<file path="config.mk">
export PLATFORM = sky130hd
export DESIGN_NAME = hsat_front
export DESIGN_NICKNAME = d
export VERILOG_FILES = /design/src/design/hsat_pkg.sv /design/src/design/hsat_front.sv
export SDC_FILE = /design/constraint.sdc
export NUM_CORES = 1
export LEC_CHECK = 0
export BUFFER_PORTS_ARGS = -buffer_cell sky130_fd_sc_hd__buf_2
export CORE_MARGIN = 10
export CORE_UTILIZATION = 41
export CTS_CLUSTER_DIAMETER = 60
export DETAILED_ROUTE_END_ITERATION = 12
export PLACE_DENSITY = 0.78
export SKIP_CTS_REPAIR_TIMING = 1
export SYNTH_ARGS = -nofsm -noshare
export SYNTH_HDL_FRONTEND = slang
export SYNTH_SLANG_ARGS = --single-unit
</file>
<file path="constraint.sdc">
create_clock -name clk -period 6.3 [get_ports clk]
set_input_delay 1.26 -clock clk [delete_from_list [all_inputs] [get_ports clk]]
set_output_delay 1.26 -clock clk [all_outputs]
set_load 0.05 [all_outputs]
</file>
<file path="src/design/hsat_pkg.sv">
// Shared types and constants of the hashed set-associative translation buffer.
package hsat_pkg;
  localparam int SETS_DEF = 16;
  localparam int WAYS_DEF = 8;
  localparam int VA_W = 32;
  localparam int PA_W = 32;
  localparam int PERM_W = 8;
  localparam int PAGE_SHIFT = 12;
  localparam int TAG_W = VA_W - PAGE_SHIFT;
  localparam int ENTRY_W = TAG_W + PA_W + PERM_W;
  localparam int CHUNK_W = 4;
  localparam int MOD_STEPS = TAG_W / CHUNK_W;

  typedef enum logic [1:0] {
    FN_LOOKUP = 2'd0,
    FN_INSERT = 2'd1,
    FN_INVAL  = 2'd2
  } func_t;

  typedef enum logic {
    ST_IDLE = 1'b0,
    ST_EVAL = 1'b1
  } back_st_t;

  typedef struct packed {
    logic [1:0]        func;
    logic [VA_W-1:0]   va;
    logic [PA_W-1:0]   base;
    logic [PERM_W-1:0] perms;
  } req_t;

  localparam int REQ_W = $bits(req_t);

  typedef struct packed {
    logic q_full;
    logic q_push;
  } front_ctl_t;
endpackage

</file>
<file path="src/design/hsat_front.sv">
// Front end: accepts words and works out their set index.
module hsat_front #(
  parameter int SETS = hsat_pkg::SETS_DEF
) (
  input  logic                    clk,
  input  logic                    rst_n,
  input  logic                    start,
  output logic                    busy,
  input  hsat_pkg::req_t          in_req,
  input  logic                    q_full,
  output hsat_pkg::front_ctl_t    ctl,
  output hsat_pkg::req_t          push_req,
  output logic [$clog2(SETS)-1:0] push_set
);
  localparam int SET_W = $clog2(SETS);
  localparam int REM_W = SET_W + 1;
  localparam bit POW2 = (SETS == (1 << SET_W));
  localparam int CNT_W = $clog2(hsat_pkg::MOD_STEPS + 1);

  logic                      hold_vld_r, hold_vld_nxt;
  hsat_pkg::req_t            hold_r;
  logic [CNT_W-1:0]          cnt_r, cnt_nxt;
  logic [REM_W-1:0]          rem_r, rem_nxt;
  logic [hsat_pkg::TAG_W-1:0] page, shifted;
  logic                      accept, push;

  assign accept = start && !hold_vld_r;
  assign busy = hold_vld_r;
  assign page = hold_r.va[hsat_pkg::VA_W-1:hsat_pkg::PAGE_SHIFT];
  assign push = hold_vld_r && (cnt_r == '0) && !q_full;
  assign shifted = page >> {cnt_r - CNT_W'(1), 2'b00};

  always_comb begin
    rem_nxt = rem_r;
    if (cnt_r != '0) begin
      for (int i = hsat_pkg::CHUNK_W - 1; i >= 0; i--) begin
        rem_nxt = {rem_nxt[REM_W-2:0], shifted[i]};
        if (rem_nxt >= REM_W'(SETS)) begin
          rem_nxt = rem_nxt - REM_W'(SETS);
        end
      end
    end
    cnt_nxt = (cnt_r != '0) ? cnt_r - CNT_W'(1) : cnt_r;
    hold_vld_nxt = hold_vld_r && !push;
    if (accept) begin
      hold_vld_nxt = 1'b1;
      rem_nxt = '0;
      cnt_nxt = POW2 ? '0 : CNT_W'(hsat_pkg::MOD_STEPS);
    end
  end

  always_ff @(posedge clk) begin
    if (!rst_n) begin
      hold_vld_r <= 1'b0;
      cnt_r <= '0;
    end else begin
      hold_vld_r <= hold_vld_nxt;
      cnt_r <= cnt_nxt;
    end
    rem_r <= rem_nxt;
    if (accept) begin
      hold_r <= in_req;
    end
  end

  assign ctl.q_full = q_full;
  assign ctl.q_push = push;
  assign push_req = hold_r;
  assign push_set = POW2 ? page[SET_W-1:0] : rem_r[SET_W-1:0];
endmodule

</file>
==> Yosys cells after proc, flatten, opt, wreduce, memory -nomap -nowiden <==
Cells that the tools add are included.
{ "totals": {"wordCells": 19, "regBits": 78} }
{ "op_classes": {"add_sub_neg": 1, "n_mux": 1, "bitwise": 1, "reduce_logical": 10} }
{ "op_table": {"columns": ["op", "count"], "rows": [
  ["1-bit logical AND", 4],
  ["1-bit zero test", 3],
  ["3-bit zero test", 1],
  ["3-bit nonzero test", 1],
  ["3-bit by 1-bit subtractor with 3-bit output (second input constant)", 1],
  ["2-bit OR reduction", 1],
  ["1-bit two-way mux", 1],
  ["1-bit NOT", 1]
]} }

==> Logic depth before layout (Yosys ltp) <==
Gate-level depths: netlist (run 1).
{ "depth": {"depth_word": 6, "ltp_mapped": 5, "ltp_nobuf": 5} }

==> Worst setup path after synthesis (run 1) <==
Ideal clock, no wire load.
{ "synth_path": {"path_kind": "in2reg", "startpoint": "in start", "endpoint": "reg cnt_r[1]", "arrival_ps": 5222, "path_stages": 3, "setup_ps": 122, "setup_slack_ps": 956, "path_buffers": 0, "cell_sequence": "nor2b_1 -> nand2b_4 -> a211oi_2"} }
{ "synth_between": {"elab_chain_len": 2} }
{ "synth_lines": {"columns": ["item", "line_no", "text"], "rows": [
  ["from (decl)", "hsat_front.sv:7", "input logic start,"],
  ["1-bit logical AND", "hsat_front.sv:27", "assign accept = start && !hold_vld_r;"],
  ["2-bit OR reduction (no line)", null, null],
  ["to (signal assigned)", "hsat_front.sv:58", "cnt_r <= cnt_nxt;"],
  ["to (decl)", "hsat_front.sv:22", "logic [CNT_W-1:0] cnt_r, cnt_nxt;"]
]} }
No other way between the ends.
A chain may end at the register's enable or synchronous reset.

==> metrics.md, run 1 <==
| Metric | Value |
|---|---|
| Result of the run | finished, final reports clean |
| Synth async-reset ratio | 0% |
| Synth top area cells | sky130_fd_sc_hd__edfxtp_1 90%, sky130_fd_sc_hd__dfxtp_1 3.2%, sky130_fd_sc_hd__buf_4 1.8% |
| Kind of cell with the highest combined delay on the critical path | buffers and inverters |
| Die X-Extent | 97.8 µm |
| Number of cells on the worst hold path | 2 |
| Post-route fraction of the period consumed by the critical path | 49.3% |
| Clock latency on the worst-skew pair | 0.33 ns |
| Startpoint type of the worst setup path | input port |
| Core Region | 5890 µm² |
| Worst Setup Slack, final | 3.19 ns |
| Path type of the worst setup path | in2out |
| Number of DRC violations after detailed-routing iteration 0 | 65 |
| Critical-path cell list | buf_2, nor3b_2, buf_2 |
| Largest net degree at the start of global routing | 76 |
| Area occupied by registers | 2300 µm² |
| Largest buffer count on any clock path | 2 |
| Distinct cell type count of the synthesized netlist | 13 |
| Antenna violations before repair | 2 |
| Die Height | 97.8 µm |
| Number of global-route vias before repair | 1648 |
| Fraction of post-synthesis cell area in the top cell type by area | 89.6% |
| Number of setup violations in the final report | 0 |
| Worst min-delay path category | reg2reg |
| MaxCap Viol Count | 0 |
| Area of the die | 9560 µm² |
| Clock tree from TritonCTS | yes |
| Area growth from synthesis to final layout | 42.2% |
| Initial core utilization | 42.2% |
| Number of buffers inserted during clock tree synthesis | 9 |
| Accumulated negative setup slack | 0 ns |
| CTS clock-pin slew for the worst setup and hold paths | 0.07 ns |
| Global-route wire length before repair | 9760 µm |
| Fraction of the core area covered by cells at the end of the flow | 59.9% |
| DRT Pass-1 Iters | 4 |
| Post-route clock skew | 0.00381 ns |
| Clock tree sinks | 78 |
| Req. time, crit path | 5.04 ns |
| Combined area of the multi-input logic cells | 134 µm² |
| Master of the slowest instance on the critical path | sky130_fd_sc_hd__buf_2 |
| Maximum fanout encountered on the critical timing path | 2 |
| Worst-case reg-to-reg path depth | 4 |
| DPL Wire Length | 5430 µm |
| Peak supply drop | 192 µV |
| Synthesized area per cell | 24.6 µm² |
| Top Ports | 159 |
| Detailed-route wire length per cell | 19.5 µm |
| Maximum cell stage delay along the critical path | 0.29 ns |
| Syn. warnings | 0 |
| Fill cell total of the finished layout | 487 |
| Routed WL | 6750 µm |
| Transition time at the pin with the least slew margin | 0.917 ns |
| Fraction of final layout cells with drive strength greater than 1 | 66.3% |
| Pre-CTS worst setup slack | 3.19 ns |
| FP Rows | 28 |
| Max-Slew Margin vs Limit | 38.9% |
| Min cycle time layout | 3.11 ns |
| Post-synth top cells | 74 x sky130_fd_sc_hd__edfxtp_1, 6 x sky130_fd_sc_hd__buf_4, 5 x sky130_fd_sc_hd__nor2_1 |
| Setup repair after global routing missed its margin | no |
| Worst path depth | 3 |
| Drt drc | 0 |
| Post-synth net total | 181 |
| Cell with the most instances on the worst path | sky130_fd_sc_hd__buf_2 |
| Achievable frequency | 0.322 GHz |
| Most repeated cell in the gate-level netlist after synthesis | sky130_fd_sc_hd__edfxtp_1 |
| CTS H-Tree Depth | 3 |
| Overflow left after global routing | 0 |
| Number of nets in the finished design | 345 |
| Yosys top cell by area | sky130_fd_sc_hd__edfxtp_1 |
| EDFF count, synth | 74 |
| Leakage power of the design | 0.00153 µW |
| Max-slew violation total from the final report | 0 |
| Sum of buffers and inverters on the critical path | 2 |
| Total cell area at the placement stage | 3340 µm² |
| Global router's overall resource usage | 13.7% |
| PortBufs | 158 |
| Root buffer cell | sky130_fd_sc_hd__clkbuf_8 |
| Netlist Area Pre-Place | 2480 µm² |
| DRT antenna net count | 0 |
| PD cells | 363 nW/µm² |
| Count of state elements after synthesis | 78 |
| Cells after Synth | 101 |
| Via-per-instance ratio | 4.40 |
| Final Hold Violating Endpoints | 0 |
| Sequential share of the synthesized area | 92.8% |
| Final design area excluding fillers | 3530 µm² |
| Placer's final routability congestion estimate | 0.711 |
| Count of vias placed by the detailed router | 1522 |
| Commonest register cell after synthesis | sky130_fd_sc_hd__edfxtp_1 |
| WP data arrival | 1.85 ns |
| Endpoint type of the worst setup path | output port |
==> through the flow <==
step           power [µW]  hold WS [ns]  std cells
3_3_place_gp          934         0.499        329
4_1_cts              1300         0.533        345
5_1_grt              1340         0.582        345
3_5_place_dp          942         0.510        329
6_report             1280         0.529        346
2_1_floorplan         868         0.483        101
==> path summary, 6_finish.rpt <==
path                  from        to  slack (ns)
setup / recovery    q_full    ctl[0]        3.19
hold reg to reg   cnt_r[0]  cnt_r[0]        0.53
setup reg to reg      busy  cnt_r[1]        4.70
hold / removal    cnt_r[0]  cnt_r[0]        0.53
==> registers in the layout (all words and copies together), names as in the netlist <==
register  count
busy          1
cnt_r         3
push_req     74
==> cell families after synthesis <==
| logic type | share of synthesized area [%] |
|---|---|
| AO/OA/AOI/OAI | 0.706 |
| buffers and inverters | 2.12 |
| AND/OR/NAND/NOR | 2.62 |
| adder cells (fa/ha/maj) | 1.01 |
| multiplexers | 0.403 |
| flip-flops | 92.8 |
| XOR/XNOR | 0.353 |
==> report_power, final <==
group	internal, µW	leakage, µW	total [µW]	switching, µW
Combinational	70.0	0.000692	290	220
Clock	182	0.000100	352	170
Sequential	624	0.000740	638	14.1
==> per-layer routing <==
layer / wire length, µm / share of wire [%] / vias up / GRT usage, %
li1: - / - / 709 / -
met1: 2450 / 36 / 703 / 13.9
met2: 3460 / 51 / 95 / 22.8
met3: 718 / 11 / 15 / 7.05
met4: 129 / 1.9 / 0 / 6.60
met5: 0 / 0 / - / 0
==> placed cells by master (no fill, tap or decap) <==
master | Yosys | routed
sky130_fd_sc_hd__clkbuf_1 | 0 | 1
sky130_fd_sc_hd__nor2_1 | 5 | 5
sky130_fd_sc_hd__bufinv_16 | 0 | 1
sky130_fd_sc_hd__nor3b_2 | 1 | 1
sky130_fd_sc_hd__clkinv_4 | 0 | 2
sky130_fd_sc_hd__ha_1 | 2 | 2
sky130_fd_sc_hd__clkbuf_8 | 0 | 9
sky130_fd_sc_hd__inv_1 | 2 | 2
sky130_fd_sc_hd__nor2b_4 | 0 | 1
sky130_fd_sc_hd__mux2i_1 | 1 | 1
sky130_fd_sc_hd__buf_4 | 6 | 1
sky130_fd_sc_hd__nand2b_4 | 2 | 2
sky130_fd_sc_hd__edfxtp_1 | 74 | 74
sky130_fd_sc_hd__buf_2 | 0 | 158
sky130_fd_sc_hd__dfxtp_1 | 4 | 4
sky130_fd_sc_hd__a211oi_2 | 1 | 1
sky130_fd_sc_hd__o21ai_0 | 1 | 1
sky130_fd_sc_hd__diode_2 | 0 | 1
sky130_fd_sc_hd__clkinv_2 | 0 | 3
sky130_fd_sc_hd__xnor2_1 | 1 | 1
==> final cells by class <==
| cell class | count | share of cell area [%] |
|---|---|---|
| multi-input combinational | 15 | 3.79 |
| clock buffer | 10 | 3.62 |
| antenna | 1 | 0.0709 |
| timing repair buffer | 159 | 22.6 |
| sequential | 78 | 65.2 |
| clock inverter | 6 | 1.77 |
| tap | 75 | 2.66 |
| inverter | 2 | 0.213 |
==> worst min-delay path, delay by kind of cell, from the launching register on <==
family / cells / cell delay [ns]
flip-flops: 1 / 0.34
XOR/XNOR: 1 / 0.08
AND/OR/NAND/NOR: 1 / 0.07
(Power assumes the default switching activity.)
==> run 2: changes to the inputs <==
Settings changed: CORE_UTILIZATION 41 to 37, PLACE_DENSITY 0.78 to 0.74.
Clock period 6.3 ns to 2.7 ns, I/O delays scaled along.
==> metrics.md, run 2 (synthesis gave the netlist of run 1 again) <==
| Metric | Value |
|---|---|
| Total cell area at the placement stage | 3350 µm² |
| Leakage power of the design | 0.00152 µW |
| Number of buffers inserted during clock tree synthesis | 9 |
| DRT antenna net count | 0 |
| Combined area of the multi-input logic cells | 134 µm² |
| Routed WL | 6470 µm |
| Core Region | 6420 µm² |
| Accumulated negative setup slack | 0 ns |
| Largest buffer count on any clock path | 2 |
| Most frequent cells in the layout | 158 x sky130_fd_sc_hd__buf_2, 74 x sky130_fd_sc_hd__edfxtp_1, 9 x sky130_fd_sc_hd__clkbuf_8 |
| Detailed-route wire length per cell | 18.6 µm |
| Area occupied by registers | 2300 µm² |
| Leading cell type in the layout, fill and taps excluded | sky130_fd_sc_hd__buf_2 |
| DPL Wire Length | 5230 µm |
| FF-to-FF End | cnt_r[1] |
| Area growth from synthesis to final layout | 42.5% |
| Number of cells on the worst hold path | 1 |
| Req. time, crit path | 2.16 ns |
| Max-Slew Margin vs Limit | 67.3% |
| Final Hold Violating Endpoints | 0 |
| Die X-Extent | 102 µm |
| DRT Pass-1 Iters | 4 |
| Worst path depth | 5 |
| Top Ports | 159 |
| Via-per-instance ratio | 4.39 |
| Area of the die | 10400 µm² |
| PortBufs | 158 |
| Achievable frequency | 0.484 GHz |
| Drt drc | 0 |
| Sum of buffers and inverters on the critical path | 2 |
| Final design area excluding fillers | 3530 µm² |
| Count of vias placed by the detailed router | 1528 |
| Clock latency on the worst-skew pair | 0.33 ns |
| Antenna violations before repair | 0 |
| Peak supply drop | 446 µV |
| FP Rows | 29 |
| Global router's overall resource usage | 12.1% |
| Die Height | 102 µm |
| Fraction of final layout cells with drive strength greater than 1 | 65.7% |
| Final antenna diode count | 0 |
| Transition time at the pin with the least slew margin | 0.491 ns |
| Fill cell total of the finished layout | 543 |
| Post-route clock skew | 0.00657 ns |
| Master of the slowest instance on the critical path | sky130_fd_sc_hd__dfxtp_1 |
| Launch point of the worst reg-to-reg path | busy |
| Startpoint of the lowest-slack hold path | in_req[59] |
| Maximum fanout encountered on the critical timing path | 4 |
| Root buffer cell | sky130_fd_sc_hd__clkbuf_8 |
| CTS H-Tree Depth | 3 |
| Number of global-route vias before repair | 1723 |
| Min cycle time layout | 2.07 ns |
| Startpoint type of the worst setup path | flop |
| Initial core utilization | 38.6% |
| MaxCap Viol Count | 0 |
| WP data arrival | 1.53 ns |
| Max-slew violation total from the final report | 0 |
| CTS clock-pin slew for the worst setup and hold paths | 0.08 ns |
| Post-route fraction of the period consumed by the critical path | 76.5% |
| Kind of cell with the highest combined delay on the critical path | buffers and inverters |
| Path type of the worst setup path | reg2out |
| Placer's final routability congestion estimate | 0.711 |
| Global-route wire length before repair | 9270 µm |
| Setup repair after global routing missed its margin | no |
| Endpoint type of the worst setup path | output port |
| Flop2flop setup slack | 1.41 ns |
| Worst-case reg-to-reg path depth | 4 |
| Clock tree from TritonCTS | yes |
| Fraction of the core area covered by cells at the end of the flow | 55.0% |
| Largest net degree at the start of global routing | 41 |
| Number of DRC violations after detailed-routing iteration 0 | 48 |
| Pre-CTS worst setup slack | 0.994 ns |
| Critical-path cell list | inv_1, ha_1, nand2b_4, nor3b_2, buf_2 |
| Maximum cell stage delay along the critical path | 0.33 ns |
| Worst min-delay path category | in2reg |
| Number of setup violations in the final report | 0 |
| Number of nets in the finished design | 346 |
| Number of flip-flops under the largest register name | 74 |
| Result of the run | finished, final reports clean |
| Overflow left after global routing | 0 |
| Clock tree sinks | 78 |
| PD cells | 843 nW/µm² |
| Worst Setup Slack, final | 0.633 ns |
| Worst min-delay path endpoint | push_req[59] |
-- run 2: cell count changes in the layout (fill, tap and decap cells not counted), sizes merged --
cell / change
buf: +1
clkbuf: -1
diode: -1
clkinv: -1
clkinvlp: +2
-- run 2: cell type report --
cell class,count,area share (%)
clock buffers,9,3.50
clock inverters,7,1.84
inverters,2,0.212
multi-input cells,15,3.79
flip-flops and latches,78,65.1
well taps,77,2.73
repair buffers,160,22.8
-- run 2: how the worst max path moves through the flow --
stage | startpoint | endpoint | slack (ns)
floorplan | busy | cnt_r[1] | 0.49
global placement | cnt_r[0] | ctl[0] | 1.04
detailed placement | cnt_r[0] | ctl[0] | 0.99
CTS | cnt_r[0] | ctl[0] | 0.61
global route | cnt_r[0] | ctl[0] | 0.51
finish | cnt_r[0] | ctl[0] | 0.63
-- run 2: metal layers --
layer,wire (µm),vias to the layer above,global-route usage [%]
li1,-,709,-
met4,60,0,5.53
met1,2130,722,11.1
met2,3370,91,20.7
met5,0,-,0
met3,911,6,8.03
-- run 2: stage by stage --
step | hold WS (ns) | power [µW] | std cells
floorplan | 0.483 | 2020 | 101
global placement | 0.501 | 2180 | 332
detailed placement | 0.518 | 2200 | 332
CTS | 0.350 | 3020 | 348
global route | 0.342 | 3110 | 348
finish | 0.374 | 2980 | 348
-- run 2: power by group --
| group | internal (µW) | switching, µW |
|---|---|---|
| sequential | 1450 | 32.8 |
| combinational | 166 | 510 |
| clock | 419 | 398 |
| total | 2040 | 941 |
