$ cat config.mk
export PLATFORM = sky130hd
export DESIGN_NAME = hsat_queue
export DESIGN_NICKNAME = d
export VERILOG_FILES = /design/src/design/hsat_queue.sv
export SDC_FILE = /design/constraint.sdc
export NUM_CORES = 1
export LEC_CHECK = 0
export ABC_AREA = 1
export BUFFER_PORTS_ARGS = -buffer_cell sky130_fd_sc_hd__buf_4
export CAP_MARGIN = 20
export CELL_PAD_IN_SITES_DETAIL_PLACEMENT = 1
export CELL_PAD_IN_SITES_GLOBAL_PLACEMENT = 1
export CORE_MARGIN = 5
export CORE_UTILIZATION = 40
export DETAILED_ROUTE_END_ITERATION = 12
export PLACE_DENSITY_LB_ADDON = 0.3
export SETUP_SLACK_MARGIN = 0.1
export SLEW_MARGIN = 20
export SYNTH_ARGS = -nofsm -noshare
export SYNTH_HDL_FRONTEND = slang
export SYNTH_SLANG_ARGS = --single-unit
$ cat constraint.sdc
create_clock -name clk -period 1.7 [get_ports clk]
set_input_delay 0.255 -clock clk [delete_from_list [all_inputs] [get_ports clk]]
set_output_delay 0.255 -clock clk [all_outputs]
set_load 0.05 [all_outputs]
$ cat src/design/hsat_queue.sv
// Two-entry queue between front and back end.
module hsat_queue #(
  parameter int DW = 8
) (
  input  logic          clk,
  input  logic          rst_n,
  input  logic          push,
  input  logic [DW-1:0] push_data,
  output logic          full,
  input  logic          pop,
  output logic          vld,
  output logic [DW-1:0] pop_data
);
  logic [DW-1:0] mem_r [2];
  logic          wp_r, rp_r;
  logic [1:0]    cnt_r;

  assign full = (cnt_r == 2'd2);
  assign vld = (cnt_r != 2'd0);
  assign pop_data = mem_r[rp_r];

  always_ff @(posedge clk) begin
    if (!rst_n) begin
      wp_r <= 1'b0;
      rp_r <= 1'b0;
      cnt_r <= 2'd0;
    end else begin
      if (push) wp_r <= ~wp_r;
      if (pop) rp_r <= ~rp_r;
      cnt_r <= cnt_r + 2'(push) - 2'(pop);
    end
    if (push) begin
      mem_r[wp_r] <= push_data;
    end
  end
endmodule

## Word-level counts from Yosys, hierarchy flattened

Memories as Yosys holds them, arrays and structs flattened. A register that Yosys moved wholly into a read port is not among the register bits.
Cells that the tools add are included.

- Register bits: 4
- Memory bits (writable): 16
- Input bits: 12
- Memories: 1

- Add/subtract/negate cells: 2
- Equal/unequal tests: 1
- Muxes and demuxes: 4
- Bitwise gates (word level): 2
- Reduce and logical (&&, ||, !) cells: 1

Memory list:

| memory | depth | width | rd ports | clocked after Yosys merged registers in | write ports | RTL line | RTL |
|---|---|---|---|---|---|---|---|
| mem_r | 2 | 8 | 1 | 1 | 1 | 14 | `logic [DW-1:0] mem_r [2];` |

Operator list:

| kind | number |
|---|---|
| two-way mux 1 bit | 4 |
| adder 2 x 1 -> 2 bit | 1 |
| equality test 2 bit, second input constant | 1 |
| NOT 1 bit | 2 |
| nonzero test 2 bit | 1 |
| subtractor 2 x 1 -> 2 bit | 1 |

## Logic depth before layout (Yosys ltp)

Gate-level depths: netlist (run 1).

- Depth in word-level cells: 3
- Depth in mapped cells: 9
- Mapped depth without buffers: 9

## Worst setup path after synthesis (run 1)

Ideal clock, no wire load.

- Path kind: register to output
- From: register cnt_r[1]
- To: output port full
- Data arrival time: 1006 ps
- Data required time: 1445 ps
- Path slack: 439 ps
- Cell stages (with the launch flop): 3
- Cell sequence: dfxtp_1 > inv_1 > nor2_1

- Word-level cells in the longest chain between the ends: 1

RTL lines:

| element | RTL line | RTL |
|---|---|---|
| start: declaration | 16 | `logic [1:0] cnt_r;` |
| start signal: assignment | 30 | `cnt_r <= cnt_r + 2'(push) - 2'(pop);` |
| equality test 2 bit | 18 | `assign full = (cnt_r == 2'd2);` |
| end: declaration | 9 | `output logic full,` |

Every way passes these cells.

==> results.md, run 1 <==
* N_diodes at 0
* DR vias/cell at 4.51
* Leakage at 0.471 nW
* Clk buf depth at 2
* FMAX at 660 MHz
* Core Util, Final at between 50 and 60%
* IO Pins at 22
* Final Max Tran Viols at 0
* Syn-to-layout area delta at 26.0%
* Fin Hold WS at roughly 0.14 ns
* Minimum clock period at 1.52 ns
* H-tree depth at 1
* PwrDens at 1030 nW/um2
* Grt ovf at 0
* Startpoint types: register
* Num CTS Buffers at 3
* CP endpoint kind: output port
* Final worst-path cycle share at between 80% and 90%
* Rel. slew slack at between 70% and 80%
* Largest net degree at the start of global routing at 12
* Post-synthesis sequential area ratio at a little over two thirds
* #FFs+latches synth at 21
* Die width at roughly 56 um
* VDD IR-drop max at 0.556 mV
* CTS tree: built
* MaxCap Viol Count at 0
* Rows at 16
* Post-DP HPWL at about 1200 um
* Crit path kind: reg2out
* Synth unique cells at 10
* Initial antenna violation count at 0
* DR iter-0 viols at 9
* Hold Vio Cnt, Final at 0
* Core ar. at around 2000 um2
* Post-Syn Area at 837 um2
* Die Y at 55.7 um
* Worst-path clk slew at 0.11 ns
* Initial Util at 42.2%
* Pre-antenna DRT Iters at 4
* CP Max Fanout at 8
* Total track usage at 10.3%
* Final WL at 1450 um
* Global-route wire length before repair at 2380 um
* Number of port buffers at 21
* Final Skew at 0.00330 ns
* Die ar. at 3110 um2
* Status: finished, final reports clean
* Fin nets at 98
* Endpoints failing setup at 0
* Setup TNS at 0 ns
* Wire length per cell at 13.1 um
* DRC viols at 0
* Share of layout cells above drive strength 1 at 41.0%
* Actual slew at the worst max-slew pin at 0.335 ns
* Commonest non-fill, non-tap cell in the layout: buf_4
* Worst skew pair latency at slightly below 0.3 ns
* Vias in the first global route at 548
* Most frequent cells in the layout: buf_4, edfxtp_1, nand2_1
* Warnings from Yosys at 0
* RSZ-0062 raised after global routing: false
* Fill count at 202
* Vias at 496
* GPL Wtd Cong at 0.633
* Avg Inst Size Synth at approximately 14 um2
* Root Buffer: clkbuf_4
* Post-Synthesis Cells at 58
* Hold WC Path Type: in2reg
* Syn Nets at 72
* Final antenna-violating net count at 0
* Clock Sink Count at 21
* Required @ worst endpoint at 1.44 ns
* Critical path arrival at 1.26 ns
* Hold-fix buffers, CTS at 0
==> per-stage QoR <==
step	power [mW]	cells	setup slack, ns	area, um2
after global placement	0.865	106	0.278	1020
final	1.09	110	0.185	1050
after detailed placement	0.875	106	0.274	1020
after CTS	1.11	110	0.159	1050
after global routing	1.15	110	0.133	1050
after floorplan	0.792	58	0.439	837
==> timing repair <==
action	4_1_cts	5_1_grt
endpoints found under the setup margin	8	0
gates resized for setup	2	0
buffers inserted	0	0
==> sequential cells by signal (all words and copies together) (netlist names), named ones only <==
signal  flops
cnt_r       2
mem_r      16
rp_r        1
wp_r        1
==> critical path, cell delays in order (launching register included) <==
cell     delay (ns)
dfxtp_4        0.46
mux2_4         0.32
buf_4          0.19
==> Yosys cell counts (all sizes together) <==
library cell  number  share of area, %
a21oi              1              0.60
buf                1               1.3
dfxtp              5                12
edfxtp            16                57
ha                 2               3.0
inv                7               3.1
mux2               8                14
nand2              9               4.0
nand3              1              0.60
nor2               8               3.6
==> logic make-up after synthesis <==
kind of cell,Yosys count,synth area share [%]
fa+ha+maj,2,2.99
buf+inv,8,4.48
compound gates,1,0.597
simple gates,18,8.22
mux,8,14.4
flops,21,69.4
==> path summary, 6_finish.rpt <==
path                 from  slack [ns]           to  cells after the start
max              register        0.18  pop_data[6]                      2
max reg2reg      cnt_r[0]        0.43     cnt_r[1]                      8
min          push_data[1]        0.14  mem_r[1][1]                      1
min reg2reg          wp_r        0.53         wp_r                      2
==> routing by layer <==
metal  up-vias  GRT usage, %  share of wire [%]
li1        244             -                  -
met1       235          10.0                 37
met2        15          19.4                 56
met3         2          3.48                5.9
met4         0          4.17               0.69
met5         -             0                  0
==> cell type report <==
class	instances	area [um2]	share of cell area, %
timing repair buffer	22	165	15.7
clock buffer	4	26.3	2.49
tap	27	33.8	3.20
sequential	21	584	55.4
inverter	7	26.3	2.49
multi-input combinational	29	219	20.8
==> power by group <==
group	total [mW]	internal (mW)	switching, mW
Combinational	0.252	0.0969	0.155
Sequential	0.606	0.587	0.0187
Clock	0.230	0.0912	0.139
(Power assumes the default switching activity.)
==> inputs of run 2 (changes only) <==
ABC_AREA = 0   (was 1)
==> run 2 against run 1 <==
Net effect:
- utilization rose by 0.26 points
- sequential cell count is the same
- clock-buffer cell count down 1
- non-clock buffer count increased by 1
- routed wire length fell by 9.9%
- sequential share of layout area is 0.87 points higher
- first-iteration DRC count up 11%
- maximum frequency decreased by 0.69%
- sequential power up 1%
- register-to-register slack improved by 0.03 ns
- critical endpoint unchanged
- highest routed layer is now met3
==> results.md, run 2 <==
* Hold-fix buffers, CTS at 0 (unchanged)
* Area contributors post-synth: edfxtp_1, dfxtp_1, mux2_1, and2_1, ha_1 (was edfxtp_1, mux2_4, dfxtp_1, nand2_1, nor2_1)
* Cell Area, Placed at 1000 um2 (was 1020 um2)
* Max Used Layer: met3 (was met4)
* DRC viols at 0 (unchanged)
* CTS tree: built (unchanged)
* Met2 routed WL at 724 um (was 813 um)
* Clock Sink Count at 21 (unchanged)
* Hold WC Path Type: in2reg (unchanged)
* Fill count at 192 (was 202)
* Actual slew at the worst max-slew pin at 0.388 ns (was 0.335 ns)
* Number of port buffers at 21 (unchanged)
* Rows at 16 (unchanged)
* Final worst-path cycle share at 89.8% (was 89.1%)
* Final WS setup at 0.174 ns (was 0.185 ns)
* Total power draw at 1.14 mW (was 1.09 mW)
* Synth area leader: edfxtp_1 (unchanged)
* CP endpoint kind: output port (unchanged)
* Commonest non-fill, non-tap cell in the layout: buf_4 (unchanged)
* Top flop regs: mem_r x16, cnt_r x2 (unchanged)
* Number of synthesized flops with an enable pin at 16 (unchanged)
* Most frequent cells in the layout: buf_4, edfxtp_1, mux2_1 (was buf_4, edfxtp_1, nand2_1)
* Pre-antenna DRT Iters at 2 (was 4)
* Most flop-heavy register: mem_r (unchanged)
* VDD IR-drop max at 0.607 mV (was 0.556 mV)
* Status: finished, final reports clean (unchanged)
* Die Y at 54.8 um (was 55.7 um)
* Grt ovf at 0 (unchanged)
* #FFs+latches synth at 21 (unchanged)
* Global-route wire length before repair at 1970 um (was 2380 um)
* Post-synthesis sequential area ratio at 72.3% (was 69.4%)
* Num CTS Buffers at 3 (unchanged)
* Rel. slew slack at 74.1% (was 77.7%)
* Fin nets at 87 (was 98)
* MaxCap Viol Count at 0 (unchanged)
* Post-synth top flop: edfxtp_1 (unchanged)
* Final WL at 1300 um (was 1450 um)
* Clk buf depth at 2 (unchanged)
* Hold Vio Cnt, Final at 0 (unchanged)
* Post-Place Setup Slack at 0.347 ns (was 0.274 ns)
* Met3 WL at 47 um (was 85 um)
* Share of the synthesized area in the top cell type at 59.8% (was 57.4%)
* DR iter-0 viols at 10 (was 9)
* Post-Syn Area at 803 um2 (was 837 um2)
* Wire length on met1 at 530 um (was 536 um)
* Required @ worst endpoint at 1.44 ns (about the same)
* Root Buffer: clkbuf_4 (unchanged)
* Largest net degree at the start of global routing at 14 (was 12)
* Asr flop ratio synth at 0% (unchanged)
* Core Util, Final at 53.5% (was 53.2%)
* Final antenna-violating net count at 0 (unchanged)
* Core ar. at 1940 um2 (was 1980 um2)
* Most numerous cell in the Yosys netlist: edfxtp_1 (unchanged)
* Wire length per cell at 13.2 um (was 13.1 um)
* Setup TNS at 0 ns (unchanged)
* Vias at 430 (was 496)
* Syn-to-layout area delta at 29.3% (was 26.0%)
* Hold Crit Depth at 1 (unchanged)
* Critical path arrival at 1.27 ns (was 1.26 ns)
* Die ar. at 3000 um2 (was 3110 um2)
* Vias in the first global route at 450 (was 548)
* Crit path kind: reg2out (unchanged)
* FF-to-FF path depth at 6 (was 8)
* H-tree depth at 1 (unchanged)
* Total track usage at 9.97% (was 10.3%)
* Final Max Tran Viols at 0 (unchanged)
* Max reg flops at 16 (unchanged)
* Avg Inst Size Synth at 17.5 um2 (was 14.4 um2)
* Share of layout cells above drive strength 1 at 38.9% (was 41.0%)
* Final Instance Area at 1040 um2 (was 1050 um2)
* Die width at 54.8 um (was 55.7 um)
* Leakage at 0.417 nW (was 0.471 nW)
* Initial antenna violation count at 0 (unchanged)
* Worst-path clk slew at 0.12 ns (was 0.11 ns)
* GPL Wtd Cong at 0.654 (was 0.633)
* Post-Synthesis Cells at 46 (was 58)
* DR vias/cell at 4.34 (was 4.51)
* Endpoints failing setup at 0 (unchanged)
* Final Skew at 0.00870 ns (was 0.00330 ns)
* Post-CTS Setup Repair Bufs at 0 (unchanged)
* N_diodes at 0 (unchanged)
* FMAX at 655 MHz (was 660 MHz)
* Warnings from Yosys at 0 (unchanged)
* Syn Nets at 60 (was 72)
* Top cells by count, synth: edfxtp_1, mux2_1, dfxtp_1, and2_1, nor2b_1 (was edfxtp_1, nand2_1, mux2_4, nor2_1, inv_1)
* Synth unique cells at 12 (was 10)
* Worst skew pair latency at 0.30 ns (was 0.29 ns)
* Minimum clock period at 1.53 ns (was 1.52 ns)
* Initial Util at 41.4% (was 42.2%)
* CP Max Fanout at 8 (unchanged)
* Startpoint types: register (unchanged)
* RSZ-0062 raised after global routing: false (unchanged)
* PwrDens at 1100 nW/um2 (was 1030 nW/um2)
* IO Pins at 22 (unchanged)
-- run 2: cell count changes in the layout (fill, tap and decap cells not counted), moves of 4 or more --
cell	delta
nand2_1	-9
mux2_1	+8
and2_1	+4
mux2_4	-8
nor2_1	-8
inv_1	-5
nor2b_1	+4
-- run 2: path summary, 6_finish.rpt --
path	startpoint	slack, ns	to
worst max-delay path	register	0.17	pop_data[6]
worst max register to register	cnt_r[0]	0.46	cnt_r[1]
worst min register to register	rp_r	0.58	register
worst min-delay path	push_data[2]	0.12	mem_r[1][2]
-- run 2: area by class of cell --
class	instances	area, um2	area share [%]
tap	27	33.8	3.25
multi-input combinational	22	210	20.2
timing repair buffer	23	173	16.6
clock inverter	1	7.51	0.723
inverter	2	7.51	0.723
clock buffer	3	22.5	2.17
sequential	21	584	56.3
-- run 2: critical path, stage by stage (launching register included) --
cell and delay [ns]:
dfxtp_4 0.43, mux2_1 0.34, buf_4 0.19
-- run 2: power breakdown --
| group | switching [mW] | internal (mW) | total (mW) | leakage [nW] |
|---|---|---|---|---|
| sequential | 0.0216 | 0.591 | 0.613 | 0.192 |
| clock | 0.152 | 0.0896 | 0.242 | 0.0139 |
| combinational | 0.174 | 0.117 | 0.290 | 0.210 |
| total | 0.348 | 0.797 | 1.14 | 0.417 |
-- run 2: kinds of logic (layout without fill, tap and decap cells) --
logic type / after synthesis / in the layout / synth area share [%]
DFF: 21 / 21 / 72.3
muxes: 8 / 8 / 11.2
adders and majority gates: 2 / 2 / 3.11
xor gates and xnor gates: 2 / 2 / 3.89
and+or+nand+nor: 9 / 9 / 7.01
AOI/OAI and AO/OA: 1 / 1 / 0.935
buffers and inverters: 3 / 29 / 1.56
-- run 2: metrics by stage --
step           std cells  hold slack [ns]
4_1_cts               99            0.115
2_1_floorplan         46            0.354
5_1_grt               99            0.109
3_5_place_dp          95            0.443
3_3_place_gp          95            0.441
6_report              99            0.124
-- run 2: repair_timing --
| item | 4_1_cts | 5_1_grt |
|---|---|---|
| setup endpoints to repair | 8 | 7 |
| gates resized for setup | 1 | 1 |
| hold endpoints to repair | 0 | 0 |
-- run 2: routing by layer --
| metal | track usage [%] | up-vias |
|---|---|---|
| met5 | 0 | - |
| met3 | 2.45 | 0 |
| met4 | 6.22 | 0 |
| met2 | 17.3 | 10 |
| met1 | 10.7 | 204 |
| li1 | - | 216 |
==> inputs of run 3 (changes only) <==
PLACE_DENSITY = 0.84   (was not set)
PLACE_DENSITY_LB_ADDON = not set   (was 0.3)
==> run 3 against run 2 <==
Net effect:
- sequential share of layout area rose by 0.62 points
- clock skew fell by 0.0057 ns
- clock-buffer cell count up 1
- cell area shrank 1.1%
- sequential power about the same
- worst setup slack gained 0.0098 ns
- utilization shrank 0.58 points
- final cell count decreased by 1.0%
- first-iteration DRC count shrank 80%
- routed wire length shrank 0.92%
- critical endpoint is now pop_data[2]
- largest power group unchanged
==> results.md, run 3 (same netlist as run 2, synthesis figures left out) <==
* Global-route wire length before repair at 1840 um (was 1970 um)
* DRC viols at 0 (unchanged)
* Final Instance Area at 1030 um2 (was 1040 um2)
* Final Skew at 0.00296 ns (was 0.00870 ns)
* MaxCap Viol Count at 0 (unchanged)
* Vias in the first global route at 452 (was 450)
* Commonest non-fill, non-tap cell in the layout: buf_4 (unchanged)
* Hold path start: push_data[1] (was push_data[2])
* Seq pwr share at 54.4% (was 53.5%)
* Multi-input combinational cell area at 210 um2 (unchanged)
* Psw at 0.327 mW (was 0.348 mW)
* CP Max Fanout at 8 (unchanged)
* Total internal power at 0.797 mW (about the same)
* Status: finished, final reports clean (unchanged)
* Number of port buffers at 21 (unchanged)
* Grt ovf at 0 (unchanged)
* Hold-fix buffers, CTS at 0 (unchanged)
* Hold WC Path Type: in2reg (unchanged)
* RSZ-0062 raised after global routing: false (unchanged)
* Combinational share of power at 25.6% (was 25.4%)
* Worst r2r dst: cnt_r[1] (unchanged)
* Rel. slew slack at 75.9% (was 74.1%)
* Clk buf depth at 2 (unchanged)
* PwrDens at 1090 nW/um2 (was 1100 nW/um2)
* H-tree depth at 1 (unchanged)
* Core ar. at 1940 um2 (unchanged)
* CP endpoint kind: output port (unchanged)
* Fin Hold WS at 0.143 ns (was 0.124 ns)
* Core Util, Final at 52.9% (was 53.5%)
* R2R setup slack at 0.47 ns (was 0.46 ns)
* Wire length per cell at 13.2 um (about the same)
* Die ar. at 3000 um2 (unchanged)
* Clock share of power at 20.0% (was 21.1%)
* IO Pins at 22 (unchanged)
* Endpoints failing setup at 0 (unchanged)
* Crit path kind: reg2out (unchanged)
* Final worst-path cycle share at 89.2% (was 89.8%)
* DR vias/cell at 4.41 (was 4.34)
* Clock Sink Count at 21 (unchanged)
* Syn-to-layout area delta at 27.9% (was 29.3%)
* Setup TNS at 0 ns (unchanged)
* Share of layout cells above drive strength 1 at 36.6% (was 38.9%)
* Hold Crit Depth at 1 (unchanged)
* Final antenna-violating net count at 0 (unchanged)
* CTS tree: built (unchanged)
* Num CTS Buffers at 3 (unchanged)
* Critical path arrival at 1.26 ns (was 1.27 ns)
* Startpoint types: register (unchanged)
* Post-DP HPWL at 986 um
* Final Max Tran Viols at 0 (unchanged)
* FMAX at 660 MHz (was 655 MHz)
* Rows at 16 (unchanged)
* Initial Util at 41.4% (unchanged)
* Fill count at 209 (was 192)
* FF-to-FF Start: cnt_r[0] (unchanged)
* Minimum clock period at 1.52 ns (was 1.53 ns)
* Die width at 54.8 um (unchanged)
* VDD IR-drop max at 0.717 mV (was 0.607 mV)
* Most flop-heavy register: mem_r (unchanged)
* Most frequent cells in the layout: buf_4, edfxtp_1, mux2_1 (unchanged)
* Pre-antenna DRT Iters at 2 (unchanged)
* Switch share at 29.1% (was 30.4%)
* Initial antenna violation count at 0 (unchanged)
* Worst-path clk slew at 0.10 ns (was 0.12 ns)
* Worst skew pair latency at 0.29 ns (was 0.30 ns)
* Required @ worst endpoint at 1.44 ns (about the same)
* Largest net degree at the start of global routing at 12 (was 14)
* Cell Area, Placed at 997 um2 (was 1000 um2)
* Leakage at 0.413 nW (was 0.417 nW)
* N_diodes at 0 (unchanged)
* Total power draw at 1.12 mW (was 1.14 mW)
* Final WL at 1290 um (was 1300 um)
* Hold EP: mem_r[0][1] (was mem_r[1][2])
* Root Buffer: clkbuf_4 (unchanged)
* Die Y at 54.8 um (unchanged)
* DR iter-0 viols at 2 (was 10)
* Fin nets at 86 (was 87)
* Hold Vio Cnt, Final at 0 (unchanged)
* FF-to-FF path depth at 6 (unchanged)
* Post-CTS Setup Repair Bufs at 0 (unchanged)
* Max reg flops at 16 (unchanged)
* Actual slew at the worst max-slew pin at 0.362 ns (was 0.388 ns)
* Register area at 584 um2 (unchanged)
* Vias at 432 (was 430)
* Top flop regs: mem_r x16, cnt_r x2 (unchanged)
* Total track usage at 9.63% (was 9.97%)
* GPL Wtd Cong at 0.584 (was 0.654)
-- run 3: changes by cell type in the layout (fill, tap and decap cells not counted) --
cell        change
clkbuf_1        +1
clkinvlp_4      -1
buf_4           -1
-- run 3: worst max path at each step --
| stage | startpoint | to | slack, ns | cells past startpoint |
|---|---|---|---|---|
| final | register | pop_data[2] | 0.18 | 2 |
| after global routing | register | pop_data[2] | 0.13 | 2 |
| after CTS | register | pop_data[2] | 0.12 | 2 |
| after detailed placement | register | pop_data[2] | 0.34 | 2 |
| after global placement | register | pop_data[2] | 0.35 | 2 |
| after floorplan | cnt_r[1] | full | 0.39 | 1 |
-- run 3: power by group through the flow --
stage / logic [mW] / clock network [mW] / registers, mW
3_3_place_gp: 0.285 / 0 / 0.621
5_1_grt: 0.306 / 0.267 / 0.616
3_5_place_dp: 0.292 / 0 / 0.624
4_1_cts: 0.293 / 0.238 / 0.613
2_1_floorplan: 0.208 / 0 / 0.613
6_report: 0.288 / 0.224 / 0.612
-- run 3: what timing repair did --
item | CTS | global route
gates cloned | 0 | 0
setup endpoints to repair | 8 | 3
pin swaps | 0 | 0
resized for setup | 1 | 1
-- run 3: through the flow --
| step | worst slack [ns] | instances |
|---|---|---|
| 2_1_floorplan | 0.385 | 46 |
| 3_3_place_gp | 0.346 | 94 |
| 3_5_place_dp | 0.339 | 94 |
| 4_1_cts | 0.116 | 98 |
| 5_1_grt | 0.128 | 98 |
| 6_report | 0.184 | 98 |
-- run 3: layout make-up --
type                       count  share of cell area (%)
sequential                    21                    56.9
multi-input combinational     22                    20.5
timing repair buffer          22                    16.1
tap                           27                    3.29
clock buffer                   4                    2.56
inverter                       2                   0.731
-- run 3: per-layer routing --
metal  global-route usage (%)  part of all wire [%]  routed length, um  vias to the layer above
li1                         -                     -                  -                      213
met1                     8.43                    38                493                      206
met2                     17.1                    54                693                       13
met3                     4.63                   8.0                103                        0
met4                     6.22                     0                  0                        0
met5                        0                     0                  0                        -
-- run 3: worst max-delay path, cell delays in order, from the launching register on --
cell and delay, ns:
dfxtp_4 0.42, mux2_1 0.35, buf_4 0.20
